<file path="config.mk">
export PLATFORM = sky130hd
export DESIGN_NAME = unicode_utf_encoder
export DESIGN_NICKNAME = d
export VERILOG_FILES = /design/src/sv/uue_pkg.sv /design/src/sv/uue_front.sv /design/src/sv/uue_queue.sv /design/src/sv/uue_back.sv /design/src/sv/unicode_utf_encoder.sv
export SDC_FILE = /design/constraint.sdc
export NUM_CORES = 1
export LEC_CHECK = 0
export BUFFER_PORTS_ARGS = -buffer_cell sky130_fd_sc_hd__buf_2
export CORE_ASPECT_RATIO = 1.1
export CORE_UTILIZATION = 25
export CTS_BUF_LIST = sky130_fd_sc_hd__clkbuf_16
export CTS_CLUSTER_DIAMETER = 120
export CTS_CLUSTER_SIZE = 16
export DETAILED_ROUTE_END_ITERATION = 6
export PLACE_DENSITY_LB_ADDON = 0.08
export SLEW_MARGIN = 20
export SYNTH_ARGS = -nofsm -noshare
export SYNTH_HDL_FRONTEND = slang
export SYNTH_SLANG_ARGS = --single-unit
</file>
<file path="constraint.sdc">
create_clock -name aclk -period 6.9 [get_ports aclk]
set_clock_uncertainty 0.1 [all_clocks]
set_input_delay 1.035 -clock aclk [delete_from_list [all_inputs] [get_ports aclk]]
set_output_delay 1.035 -clock aclk [all_outputs]
set_load 0.02 [all_outputs]
</file>
<file path="src/sv/uue_pkg.sv">
// uue_pkg: shared types, encoding codes and the code point encoder function.
// No dependencies; imported by every module of the unicode_utf_encoder block.
package uue_pkg;

    localparam int unsigned CP_W   = 32;
    localparam int unsigned ENC_W  = 3;
    localparam int unsigned BYTE_W = 8;
    localparam int unsigned NBYTES = 4;
    localparam int unsigned IDX_W  = 2;

    localparam logic [ENC_W-1:0] ENC_UTF8     = 3'd0;
    localparam logic [ENC_W-1:0] ENC_UTF16_BE = 3'd1;
    localparam logic [ENC_W-1:0] ENC_UTF16_LE = 3'd2;
    localparam logic [ENC_W-1:0] ENC_UTF32_BE = 3'd3;
    localparam logic [ENC_W-1:0] ENC_UTF32_LE = 3'd4;

    localparam logic [CP_W-1:0] CP_REPLACEMENT = 32'h0000_FFFD;
    localparam logic [CP_W-1:0] CP_SURR_LO     = 32'h0000_D800;
    localparam logic [CP_W-1:0] CP_SURR_HI     = 32'h0000_DFFF;
    localparam logic [CP_W-1:0] CP_LIMIT       = 32'h0011_0000;
    localparam logic [CP_W-1:0] CP_2BYTE       = 32'h0000_0080;
    localparam logic [CP_W-1:0] CP_3BYTE       = 32'h0000_0800;
    localparam logic [CP_W-1:0] CP_SUPP        = 32'h0001_0000;

    // One encoded code point: bytes in transmission order, index of the last one.
    typedef struct packed {
        logic [NBYTES-1:0][BYTE_W-1:0] bytes;
        logic [IDX_W-1:0]              last_idx;
    } enc_word_t;

    function automatic enc_word_t encode_cp(input logic [CP_W-1:0]  cp_in,
                                            input logic [ENC_W-1:0] enc);
        logic [CP_W-1:0]  cp;
        logic [19:0]      v;
        logic [15:0]      hi_unit;
        logic [15:0]      lo_unit;
        logic             big;
        enc_word_t        w;
        if ((cp_in >= CP_SURR_LO && cp_in <= CP_SURR_HI) || cp_in >= CP_LIMIT) begin
            cp = CP_REPLACEMENT;
        end else begin
            cp = cp_in;
        end
        v       = cp[19:0] - CP_SUPP[19:0];
        hi_unit = 16'hD800 | {6'd0, v[19:10]};
        lo_unit = 16'hDC00 | {6'd0, v[9:0]};
        big     = (enc == ENC_UTF16_BE) || (enc == ENC_UTF32_BE);
        w       = '0;
        unique case (enc)
            ENC_UTF16_BE, ENC_UTF16_LE: begin
                if (cp < CP_SUPP) begin
                    w.bytes[0] = big ? cp[15:8] : cp[7:0];
                    w.bytes[1] = big ? cp[7:0]  : cp[15:8];
                    w.last_idx = 2'd1;
                end else begin
                    w.bytes[0] = big ? hi_unit[15:8] : hi_unit[7:0];
                    w.bytes[1] = big ? hi_unit[7:0]  : hi_unit[15:8];
                    w.bytes[2] = big ? lo_unit[15:8] : lo_unit[7:0];
                    w.bytes[3] = big ? lo_unit[7:0]  : lo_unit[15:8];
                    w.last_idx = 2'd3;
                end
            end
            ENC_UTF32_BE: begin
                w.bytes    = {cp[7:0], cp[15:8], cp[23:16], cp[31:24]};
                w.last_idx = 2'd3;
            end
            ENC_UTF32_LE: begin
                w.bytes    = {cp[31:24], cp[23:16], cp[15:8], cp[7:0]};
                w.last_idx = 2'd3;
            end
            default: begin
                // UTF-8, also for the unused selector codes
                if (cp < CP_2BYTE) begin
                    w.bytes[0] = cp[7:0];
                    w.last_idx = 2'd0;
                end else if (cp < CP_3BYTE) begin
                    w.bytes[0] = 8'hC0 | {3'd0, cp[10:6]};
                    w.bytes[1] = 8'h80 | {2'd0, cp[5:0]};
                    w.last_idx = 2'd1;
                end else if (cp < CP_SUPP) begin
                    w.bytes[0] = 8'hE0 | {4'd0, cp[15:12]};
                    w.bytes[1] = 8'h80 | {2'd0, cp[11:6]};
                    w.bytes[2] = 8'h80 | {2'd0, cp[5:0]};
                    w.last_idx = 2'd2;
                end else begin
                    w.bytes[0] = 8'hF0 | {5'd0, cp[20:18]};
                    w.bytes[1] = 8'h80 | {2'd0, cp[17:12]};
                    w.bytes[2] = 8'h80 | {2'd0, cp[11:6]};
                    w.bytes[3] = 8'h80 | {2'd0, cp[5:0]};
                    w.last_idx = 2'd3;
                end
            end
        endcase
        return w;
    endfunction

endpackage

</file>
<file path="src/sv/uue_front.sv">
// uue_front: encoding select register, input handshake and code point encoding.
// Depends on uue_pkg.
module uue_front (
    input  logic                        aclk,
    input  logic                        aresetn,
    input  logic                        cfg_we,
    input  logic [uue_pkg::ENC_W-1:0]   cfg_wdata,
    input  logic                        s_valid,
    output logic                        s_ready,
    input  logic [uue_pkg::CP_W-1:0]    s_code_point,
    input  logic                        q_full,
    output logic                        q_push,
    output uue_pkg::enc_word_t          q_wdata
);
    import uue_pkg::*;

    logic [ENC_W-1:0] enc_reg;

    always_ff @(posedge aclk) begin
        if (!aresetn) begin
            enc_reg <= ENC_UTF8;
        end else if (cfg_we) begin
            enc_reg <= cfg_wdata;
        end
    end

    assign s_ready = !q_full;
    assign q_push  = s_valid && !q_full;
    assign q_wdata = encode_cp(s_code_point, enc_reg);

endmodule

</file>
<file path="src/sv/uue_queue.sv">
// uue_queue: two-entry queue of encoded code points between front and back.
// Depends on uue_pkg.
module uue_queue (
    input  logic                aclk,
    input  logic                aresetn,
    input  logic                push,
    input  uue_pkg::enc_word_t  wdata,
    output logic                full,
    input  logic                pop,
    output logic                empty,
    output uue_pkg::enc_word_t  rdata
);
    import uue_pkg::*;

    enc_word_t  entry_reg [2];
    logic       wr_ptr_reg, wr_ptr_next;
    logic       rd_ptr_reg, rd_ptr_next;
    logic [1:0] count_reg,  count_next;

    assign full  = (count_reg == 2'd2);
    assign empty = (count_reg == 2'd0);
    assign rdata = entry_reg[rd_ptr_reg];

    always_comb begin
        wr_ptr_next = wr_ptr_reg ^ push;
        rd_ptr_next = rd_ptr_reg ^ pop;
        count_next  = count_reg + {1'b0, push} - {1'b0, pop};
    end

    always_ff @(posedge aclk) begin
        if (!aresetn) begin
            wr_ptr_reg <= 1'b0;
            rd_ptr_reg <= 1'b0;
            count_reg  <= 2'd0;
        end else begin
            wr_ptr_reg <= wr_ptr_next;
            rd_ptr_reg <= rd_ptr_next;
            count_reg  <= count_next;
        end
    end

    always_ff @(posedge aclk) begin
        if (push) begin
            entry_reg[wr_ptr_reg] <= wdata;
        end
    end

endmodule

</file>
<file path="src/sv/uue_back.sv">
// uue_back: byte serializer with registered output stage.
// Depends on uue_pkg.
module uue_back (
    input  logic                        aclk,
    input  logic                        aresetn,
    input  logic                        q_empty,
    input  uue_pkg::enc_word_t          q_rdata,
    output logic                        q_pop,
    output logic                        m_valid,
    input  logic                        m_ready,
    output logic [uue_pkg::BYTE_W-1:0]  m_out_byte,
    output logic                        m_last_byte
);
    import uue_pkg::*;

    logic [IDX_W-1:0]  idx_reg,   idx_next;
    logic              valid_reg, valid_next;
    logic [BYTE_W-1:0] byte_reg,  byte_next;
    logic              last_reg,  last_next;
    logic              load;
    logic              is_last;

    assign load    = (!valid_reg || m_ready) && !q_empty;
    assign is_last = (idx_reg == q_rdata.last_idx);
    assign q_pop   = load && is_last;

    always_comb begin
        idx_next   = idx_reg;
        valid_next = valid_reg;
        byte_next  = byte_reg;
        last_next  = last_reg;
        if (load) begin
            valid_next = 1'b1;
            byte_next  = q_rdata.bytes[idx_reg];
            last_next  = is_last;
            idx_next   = is_last ? '0 : idx_reg + 1'b1;
        end else if (m_ready) begin
            valid_next = 1'b0;
        end
    end

    always_ff @(posedge aclk) begin
        if (!aresetn) begin
            idx_reg   <= '0;
            valid_reg <= 1'b0;
        end else begin
            idx_reg   <= idx_next;
            valid_reg <= valid_next;
        end
    end

    always_ff @(posedge aclk) begin
        byte_reg <= byte_next;
        last_reg <= last_next;
    end

    assign m_valid     = valid_reg;
    assign m_out_byte  = byte_reg;
    assign m_last_byte = last_reg;

endmodule

</file>
<file path="src/sv/unicode_utf_encoder.sv">
// unicode_utf_encoder: code point to UTF-8/16/32 byte stream, one byte per transfer.
// Path: encoded code points enter the queue; bytes leave via the output register.
// Throughput: one byte per cycle while m_ready is high, set by the single output
// register; a code point is 1 to 4 bytes (UTF-8 1..4, UTF-16 2 or 4, UTF-32 4).
// Reset: synchronous active-low aresetn empties the queue and output, selects UTF-8.
// Depends on uue_pkg, uue_front, uue_queue, uue_back.
module unicode_utf_encoder (
    input  logic                        aclk,
    input  logic                        aresetn,
    // encoding select register: 0 UTF-8, 1/2 UTF-16 BE/LE, 3/4 UTF-32 BE/LE
    input  logic                        cfg_we,
    input  logic [uue_pkg::ENC_W-1:0]   cfg_wdata,
    // code point input
    input  logic                        s_valid,
    output logic                        s_ready,
    input  logic [uue_pkg::CP_W-1:0]    s_code_point,
    // byte output
    output logic                        m_valid,
    input  logic                        m_ready,
    output logic [uue_pkg::BYTE_W-1:0]  m_out_byte,
    output logic                        m_last_byte
);
    import uue_pkg::*;

    // front to queue
    logic      q_push;
    logic      q_full;
    enc_word_t q_wdata;
    // queue to back
    logic      q_pop;
    logic      q_empty;
    enc_word_t q_rdata;

    // Front: validate the code point, substitute U+FFFD where needed, and
    // build the full byte sequence in one step. Stall only when the queue is full.
    uue_front u_front (
        .aclk         (aclk),
        .aresetn      (aresetn),
        .cfg_we       (cfg_we),
        .cfg_wdata    (cfg_wdata),
        .s_valid      (s_valid),
        .s_ready      (s_ready),
        .s_code_point (s_code_point),
        .q_full       (q_full),
        .q_push       (q_push),
        .q_wdata      (q_wdata)
    );

    // Queue: hold up to two encoded code points so the front keeps taking
    // transfers while the back is still draining a long encoding.
    uue_queue u_queue (
        .aclk    (aclk),
        .aresetn (aresetn),
        .push    (q_push),
        .wdata   (q_wdata),
        .full    (q_full),
        .pop     (q_pop),
        .empty   (q_empty),
        .rdata   (q_rdata)
    );

    // Back: advance through the bytes of the queue head, one per output
    // transfer, and drop the head when its last byte is loaded.
    uue_back u_back (
        .aclk        (aclk),
        .aresetn     (aresetn),
        .q_empty     (q_empty),
        .q_rdata     (q_rdata),
        .q_pop       (q_pop),
        .m_valid     (m_valid),
        .m_ready     (m_ready),
        .m_out_byte  (m_out_byte),
        .m_last_byte (m_last_byte)
    );

endmodule

</file>
==> results of run 1 <==
[worst paths after layout]
| kind | to | slack [ps] | depth (start not counted) |
|---|---|---|---|
| hold / removal | u_back.m_valid | 410 | 1 |
| setup / recovery | u_queue.entry_reg[1][19] | 2570 | 10 |
| hold reg to reg | u_back.m_valid | 410 | 1 |
| setup reg to reg | u_queue.entry_reg[1][19] | 3720 | 5 |
[power by group through the flow]
stage          sequential (uW)  clock, uW  combinational [uW]
3_3_place_gp               755          0                 482
4_1_cts                    745        487                 488
3_5_place_dp               756          0                 486
2_1_floorplan              776          0                 309
6_report                   743        472                 475
5_1_grt                    754        506                 527
[kinds of logic (layout without fill, tap and decap cells)]
family	Yosys count	in the layout	synth area share, %
simple gates	152	152	14.21
compound gates	143	143	19.87
flops	88	88	48.17
buf+inv	53	89	4.284
mux	35	35	10.71
xor+xnor	8	8	1.333
fa+ha+maj	6	6	1.428
other cells	0	1	0
[placed cells by master, fill, tap and decap left out, types with 3 or more instances in the layout]
cell type	instances
mux2i_1	9
nand4_1	7
nand3_1	15
a21oi_1	18
nand2_1	37
a21o_1	4
a211oi_1	4
o211ai_1	12
inv_1	14
o2bb2ai_1	7
nor3_1	10
nor4_1	3
mux4_2	16
a21boi_0	3
edfxtp_1	77
o22ai_1	10
o21a_1	3
nand2b_1	4
o31ai_1	4
clkbuf_16	9
ha_1	6
and3_1	4
or3_1	5
and2_1	4
buf_2	50
buf_4	10
a221oi_1	4
o21ai_0	25
a211o_1	4
o211a_1	4
nor2b_1	11
xnor2_1	6
o221ai_1	4
a221o_1	6
nor2_1	41
dfxtp_1	11
mux2_2	10
a31oi_1	6
[through the flow]
step                setup WS, ps  hold WS (ps)  power [uW]
floorplan                   3195         371.4        1085
CTS                         2668         412.4        1720
global placement            2409         398.1        1237
detailed placement          2328         391.2        1242
finish                      2570         406.1        1690
global route                2400         435.1        1786
[final cells by class]
class,count,share of cell area (%)
antenna,1,0.04155
clock buffer,9,3.740
clock inverter,7,1.060
inverter,13,0.8103
multi-input combinational,344,41.57
sequential,88,42.05
tap,256,5.319
timing repair buffer,60,5.402
[critical path: stages]
cell	delay [ps]
buf_2	160
o41ai_2	440
and4_1	440
nand2_1	160
ha_1	410
inv_1	240
a21oi_2	130
a21bo_1	360
nor2_1	720
a221o_1	290
[metal layers]
metal  global-route usage (%)  wire length, microns  vias to the layer above
met5                        0                     0                        -
met4                    7.117                   588                        0
met3                    3.083                  1192                       35
met2                    26.05                  8188                      225
met1                    22.79                  7821                     2143
li1                         -                     -                     1963
==> results.toml, run 1 <==
[detailed_routing]
dr.first_iter.drc_count = 509
via_per_inst = 5.612
routedWlPerCell_microns = 22.87
dr_total_vias = 4366
drt.antenna.violating_nets = 0
drcViolationCount = 0
dr.pass1.iters = 7
wirelength_mm = 17.79

[global_route]
grt_overflow = 0
grt_usage_pct = 16.76
antenna_found_initial = 0
grt_pass1_vias = 4185
grt_max_degree = 35
grt_pass1_wl_mm = 26.66

[finish]
drive_above_1_share_pct = 20.54
largest_register_ff_count = 68
fin_area_sq_um = 6022
fillers = 2135
final_nets = 562
area_growth_syn_to_layout_pct = 14.54
final_util_pct = 29.27
fin_cells = 778
seqCellArea_sq_um = 2532
multiInputGateArea_sq_um = 2504

[timing]
hold_viol_final = 0
rsz0062_at_grt = "false"
max-slew-margin-rel_pct = 35.01
fmax_mhz = 230.9
setup_violations = 0
finalMaxSlewViolations = 0
worst_slew_pin_slew_ps = 972.5
period_needed_ps = 4330
tns_ps = 0
period_share_pct = 62.75

[floorplan]
std_cell_rows = 55
pin_count = 51
core_region_area_sq_um = 20580
die_x_microns = 140.3
die_height_microns = 154.1
start_util_pct = 25.55
die_area_sq_um = 21610

[placed_design]
gp_congestion = 0.8830
io_buffers = 50
dp_hpwl_mm = 12.73
place_area_sq_um = 5731
placed_cells = 761

[status]
status = "finished clean"

[synth]
synthFlopType = "edfxtp_1"
syn_inst = 485
netlist.area_leader.share_pct = 43.98
postSynthAreaPerCell_sq_um = 10.84
synthTopCellsByArea = "edfxtp_1, mux4_2, dfxtp_1"
yosys_warnings = 0
synthesis.nets = 531
ys_ff_latch = 88
ys_types = 70
netlist_area_sq_um = 5258
ys_seq_area_share_pct = 48.17
synthTopCellsByCount = "edfxtp_1, nor2_1, nand2_1"
synth_top_area_cell = "edfxtp_1"
yosysMostFrequentCell = "edfxtp_1"
async_flop_share_pct = 0
synth-edff-count = 77

[power_and_ir_drop]
sequentialPowerShare_pct = 44.0
p_leak_uw = 0.002081
p_sw_share_pct = 30.07
ir_drop_v = 0.0001072
pwr-share-clk_pct = 27.9
combPwrFrac_pct = 28.1
powerDensity_nw_per_um2 = 280.7
internal-power_uw = 1182
p_switching_uw = 508.4

[worst_hold_path]
hp-class = "flip-flop to flip-flop"
hp-start = "u_queue.count_reg[0]"

[critical_path]
arrival_ps = 4420
endpoint_kind = "flip-flop"
crit_start = "s_code_point[18]"
cp.required_ps = 6990
worstSetupPathType = "input port to flip-flop"
r2r-start = "u_front.enc_reg[1]"
path_max_fanout = 13
start_kind = "input port"

[clock_tree]
clockBufferDepth = 2
cts_hold_buf = 0
ctsResizeCount = 0
path_clk_slew_ps = 70
post-cts-setup-buffers = 0
cts_sinks = 88
cts_tree = "yes"
cts_buffers = 9
clkLatencyLatePin_ps = 330
cts_root_buffer = "clkbuf_16"
cts_max_level = 3

[run]
maxCapViolCount = 0
Note: power is estimated with default switching activity, not from simulation.
==> inputs of run 2 (changes only) <==
==> constraint.sdc (replaced) <==
create_clock -name aclk -period 3.55 [get_ports aclk]
set_clock_uncertainty 0.1 [all_clocks]
set_input_delay 0.5325 -clock aclk [delete_from_list [all_inputs] [get_ports aclk]]
set_output_delay 0.5325 -clock aclk [all_outputs]
set_load 0.02 [all_outputs]
==> run 2 against run 1 <==
Against the previous run: critical path depth unchanged; wire length rose by 1.5%; final area increased by 3.8%; global-route usage rose by 0.50 points; first-iteration DRC count is 34% lower; clock power grew 82%; final cell count rose by 3.9%; count of clock-buffer cells in the layout is the same; die area unchanged; via count fell by 0.89%; critical path type unchanged; critical endpoint is now u_queue.entry_reg[1][10]; largest cell class unchanged.
==> results.toml, run 2 (synthesis gave the netlist of run 1 again) <==
[finish]
final_util_pct = 30.37
mostFrequentLayoutCells = "edfxtp_1, buf_2, nor2_1"
largest_register_ff_count = 68
fin_area_sq_um = 6248
area_growth_syn_to_layout_pct = 18.85
drive_above_1_share_pct = 25.36
insertedDiodeCount = 0
final_common_cell = "edfxtp_1"
fillers = 2149
final_nets = 593

[floorplan]
die_height_microns = 154.1
die_x_microns = 140.3
pin_count = 51
start_util_pct = 25.55
core_region_area_sq_um = 20580
die_area_sq_um = 21610
std_cell_rows = 55

[detailed_routing]
drcViolationCount = 0
wirelength_mm = 18.05
dr_total_vias = 4327
routedWlPerCell_microns = 22.34
drt.antenna.violating_nets = 0
dr.pass1.iters = 5
dr.first_iter.drc_count = 338
via_per_inst = 5.355

[run]
maxCapViolCount = 0

[critical_path]
worstSetupPathType = "input port to flip-flop"
path_max_fanout = 14
start_kind = "input port"
cp.required_ps = 3510
arrival_ps = 3040
endpoint_kind = "flip-flop"

[clock_tree]
cts_tree = "yes"
ctsResizeCount = 0
post-cts-setup-buffers = 0
cts_hold_buf = 0
cts_max_level = 3
cts_sinks = 88
cts_root_buffer = "clkbuf_16"
path_clk_slew_ps = 60
clockBufferDepth = 2
cts_buffers = 9
clkLatencyLatePin_ps = 340

[global_route]
grt_pass1_wl_mm = 27.40
grt_overflow = 0
grt_usage_pct = 17.26
grt_max_degree = 35
antenna_found_initial = 0
grt_pass1_vias = 4391

[placed_design]
place_area_sq_um = 5976
gp_congestion = 0.8830
dp_hpwl_mm = 13.56
io_buffers = 50

[timing]
hold_viol_final = 0
tns_ps = 0
max-slew-margin-rel_pct = 48.05
rsz0062_at_grt = "false"
period_share_pct = 86.86
period_needed_ps = 3083
fmax_mhz = 324.3
worst_slew_pin_slew_ps = 777.7
setup_violations = 0
finalMaxSlewViolations = 0

[status]
status = "finished clean"

[power_and_ir_drop]
p_leak_uw = 0.002219
powerDensity_nw_per_um2 = 520.2
ir_drop_v = 0.0001975

[worst_hold_path]
hp-class = "input port to flip-flop"
==> run 2: changes by cell type in the layout (fill, tap and decap cells not counted), sizes merged <==
cell / change
buf: +31
bufinv: -1
clkinvlp: +1
diode: -1
==> run 2: through the flow <==
| stage | instances | hold WS [ps] | power [uW] | setup slack (ps) |
|---|---|---|---|---|
| floorplan | 485 | 371.4 | 2108 | 347.4 |
| global placement | 792 | 395.6 | 2425 | 130.6 |
| detailed placement | 792 | 389.0 | 2436 | 138.2 |
| CTS | 808 | 331.7 | 3318 | 489.2 |
| global route | 808 | 358.7 | 3428 | 263.2 |
| finish | 808 | 351.4 | 3250 | 466.5 |
==> run 2: cell type report <==
cell class	instances	area, sq um	area share, %
clock inverter	7	47.55	0.7609
clock buffer	9	225.2	3.604
timing repair buffer	91	570.5	9.131
inverter	13	48.80	0.7809
tap	256	320.3	5.126
sequential	88	2532	40.53
multi-input combinational	344	2504	40.07
==> run 2: layer usage <==
metal	vias up	share of wire, %	track usage [%]
li1	2023	-	-
met1	2138	47	23.27
met2	137	47	27.62
met3	29	3.8	2.647
met4	0	2.8	6.960
met5	-	0	0
==> run 2: worst max-delay path, stage by stage <==
cell       delay (ps)
buf_2             210
o41ai_2           100
and4_1            270
nand2_1           140
ha_1              180
inv_1              60
a21oi_2           570
a21bo_1           300
a2111oi_0          90
or4_1             590
==> run 2: final timing paths <==
path                   startpoint                       end  slack [ps]  depth (start not counted)
max              s_code_point[16]  u_queue.entry_reg[1][10]         470                         10
max reg2reg    u_front.enc_reg[0]  u_queue.entry_reg[1][15]         850                          6
min                  cfg_wdata[0]        u_front.enc_reg[0]         350                          3
min reg2reg  u_queue.count_reg[0]            u_back.m_valid         400                          1
==> run 2: report_power, final <==
| group | leakage [uW] | total (uW) | switching, uW | internal, uW |
|---|---|---|---|---|
| Clock | 0.000133 | 859 | 386 | 473 |
| Combinational | 0.00129 | 947 | 550 | 397 |
| Sequential | 0.000792 | 1440 | 61.7 | 1380 |
==> inputs of run 3 (changes only) <==
==> constraint.sdc (replaced) <==
create_clock -name aclk -period 3.4 [get_ports aclk]
set_clock_uncertainty 0.1 [all_clocks]
set_input_delay 0.51 -clock aclk [delete_from_list [all_inputs] [get_ports aclk]]
set_output_delay 0.51 -clock aclk [all_outputs]
set_load 0.02 [all_outputs]
==> run 3 against run 2 <==
Against the previous run: hold slack got worse by 29 ps; clock power rose by 9.9%; critical endpoint is now u_queue.entry_reg[0][26]; sequential share of layout area fell by 0.65 points; non-clock buffer count rose by 9.
==> results.toml, run 3 (synthesis gave the netlist of run 1 again) <==
[detailed_routing]
routedWlPerCell_microns = 22.77
drt.antenna.violating_nets = 0
drcViolationCount = 0
via_per_inst = 5.482
wirelength_mm = 18.60
dr.first_iter.drc_count = 416
dr.pass1.iters = 7
dr_total_vias = 4479

[critical_path]
crit_start = "s_code_point[23]"
r2r-start = "u_front.enc_reg[0]"
cp.required_ps = 3440
path_max_fanout = 12
arrival_ps = 3170
timing.rr.end = "u_queue.entry_reg[0][4]"
r2r_cells = 5
crit_end = "u_queue.entry_reg[0][26]"
endpoint_kind = "flip-flop"
rrSetupSlack_ps = 540
worstSetupPathType = "input port to flip-flop"
start_kind = "input port"

[floorplan]
die_area_sq_um = 21610
start_util_pct = 25.55
pin_count = 51
die_height_microns = 154.1
core_region_area_sq_um = 20580
die_x_microns = 140.3
std_cell_rows = 55

[timing]
hold_viol_final = 0
worst_slew_pin_slew_ps = 800.1
fmax_mhz = 319.6
period_needed_ps = 3129
period_share_pct = 92.04
fin_ws_ps = 270.8
holdWs_ps = 322.0
rsz0062_at_grt = "false"
tns_ps = 0
finalMaxSlewViolations = 0
max-slew-margin-rel_pct = 46.55
setup_violations = 0

[finish]
largest_register_ff_count = 68
mostFrequentLayoutCells = "edfxtp_1, buf_2, buf_4"
final_util_pct = 30.87
final_common_cell = "edfxtp_1"
insertedDiodeCount = 0
final_nets = 602
area_growth_syn_to_layout_pct = 20.80
drive_above_1_share_pct = 26.38
fin_cells = 817

[power_and_ir_drop]
p_sw_share_pct = 30.47
p_switching_uw = 1050
powerDensity_nw_per_um2 = 542.6
combPwrFrac_pct = 28.9
ir_drop_v = 0.0002297
internal-power_uw = 2396
pwr-share-clk_pct = 27.4
sequentialPowerShare_pct = 43.7
p_leak_uw = 0.002290

[clock_tree]
clkLatencyLatePin_ps = 350
clockBufferDepth = 2
cts_tree = "yes"
cts_hold_buf = 0
cts_sinks = 88
post-cts-setup-buffers = 0
cts_max_level = 3
path_clk_slew_ps = 60
ctsResizeCount = 0
cts_buffers = 9
cts_root_buffer = "clkbuf_16"

[global_route]
grt_pass1_wl_mm = 28.43
grt_usage_pct = 18.01
grt_max_degree = 35
grt_pass1_vias = 4458
grt_overflow = 0
antenna_found_initial = 0

[status]
status = "finished clean"

[placed_design]
io_buffers = 50
dp_slack_ps = -11.66
gp_congestion = 0.8897
dp_hpwl_mm = 14.08
placed_cells = 801

[worst_hold_path]
min_path_cells = 3
hp-start = "cfg_wdata[0]"
hp-class = "input port to flip-flop"

[run]
maxCapViolCount = 0
-- run 3: changes by cell type in the layout (fill, tap and decap cells not counted) --
cell	previous run	this run
buf_12	1	3
buf_4	40	47
clkbuf_16	9	10
clkinv_1	1	0
clkinv_4	2	0
clkinvlp_4	1	0
inv_1	13	15
inv_4	0	1
-- run 3: critical path, cell delays in order --
cell and delay, ps:
buf_2 110, nor4_1 380, and4_1 320, nand2_1 110
ha_1 310, inv_1 120, a21oi_2 110, o21ai_0 380
o221ai_1 420, o221ai_1 380
-- run 3: how the worst min path moves through the flow --
stage | end
CTS | u_front.enc_reg[0]
detailed placement | u_back.m_valid
global placement | u_back.m_valid
finish | u_front.enc_reg[0]
global route | u_front.enc_reg[0]
floorplan | u_back.m_valid
-- run 3: metal layers --
metal / track usage, % / wire, microns / up-vias
met3: 3.083 / 930 / 53
met2: 28.71 / 8635 / 201
met5: 0 / 0 / -
met4: 9.001 / 755 / 0
li1: - / - / 2043
met1: 23.52 / 8280 / 2182
-- run 3: layout make-up --
type / count / area, sq um
Fill cell: 2134 / 14220
Sequential cell: 88 / 2532
Multi-Input combinational cell: 344 / 2504
Timing Repair Buffer: 100 / 663.1
Tap cell: 256 / 320.3
Clock buffer: 10 / 250.2
Inverter: 13 / 48.80
Clock inverter: 6 / 32.53
-- run 3: per-stage QoR --
stage	area [sq um]	power, uW
floorplan	5258	2201
global placement	6068	2542
detailed placement	6068	2550
CTS	6351	3508
global route	6351	3642
finish	6351	3446
-- run 3: power groups by stage --
stage / combinational, uW / clock (uW) / sequential [uW]
after floorplan: 627 / 0 / 1570
after global placement: 1010 / 0 / 1530
after detailed placement: 1020 / 0 / 1530
after CTS: 1020 / 977 / 1510
after global routing: 1100 / 1020 / 1530
final: 996 / 944 / 1510
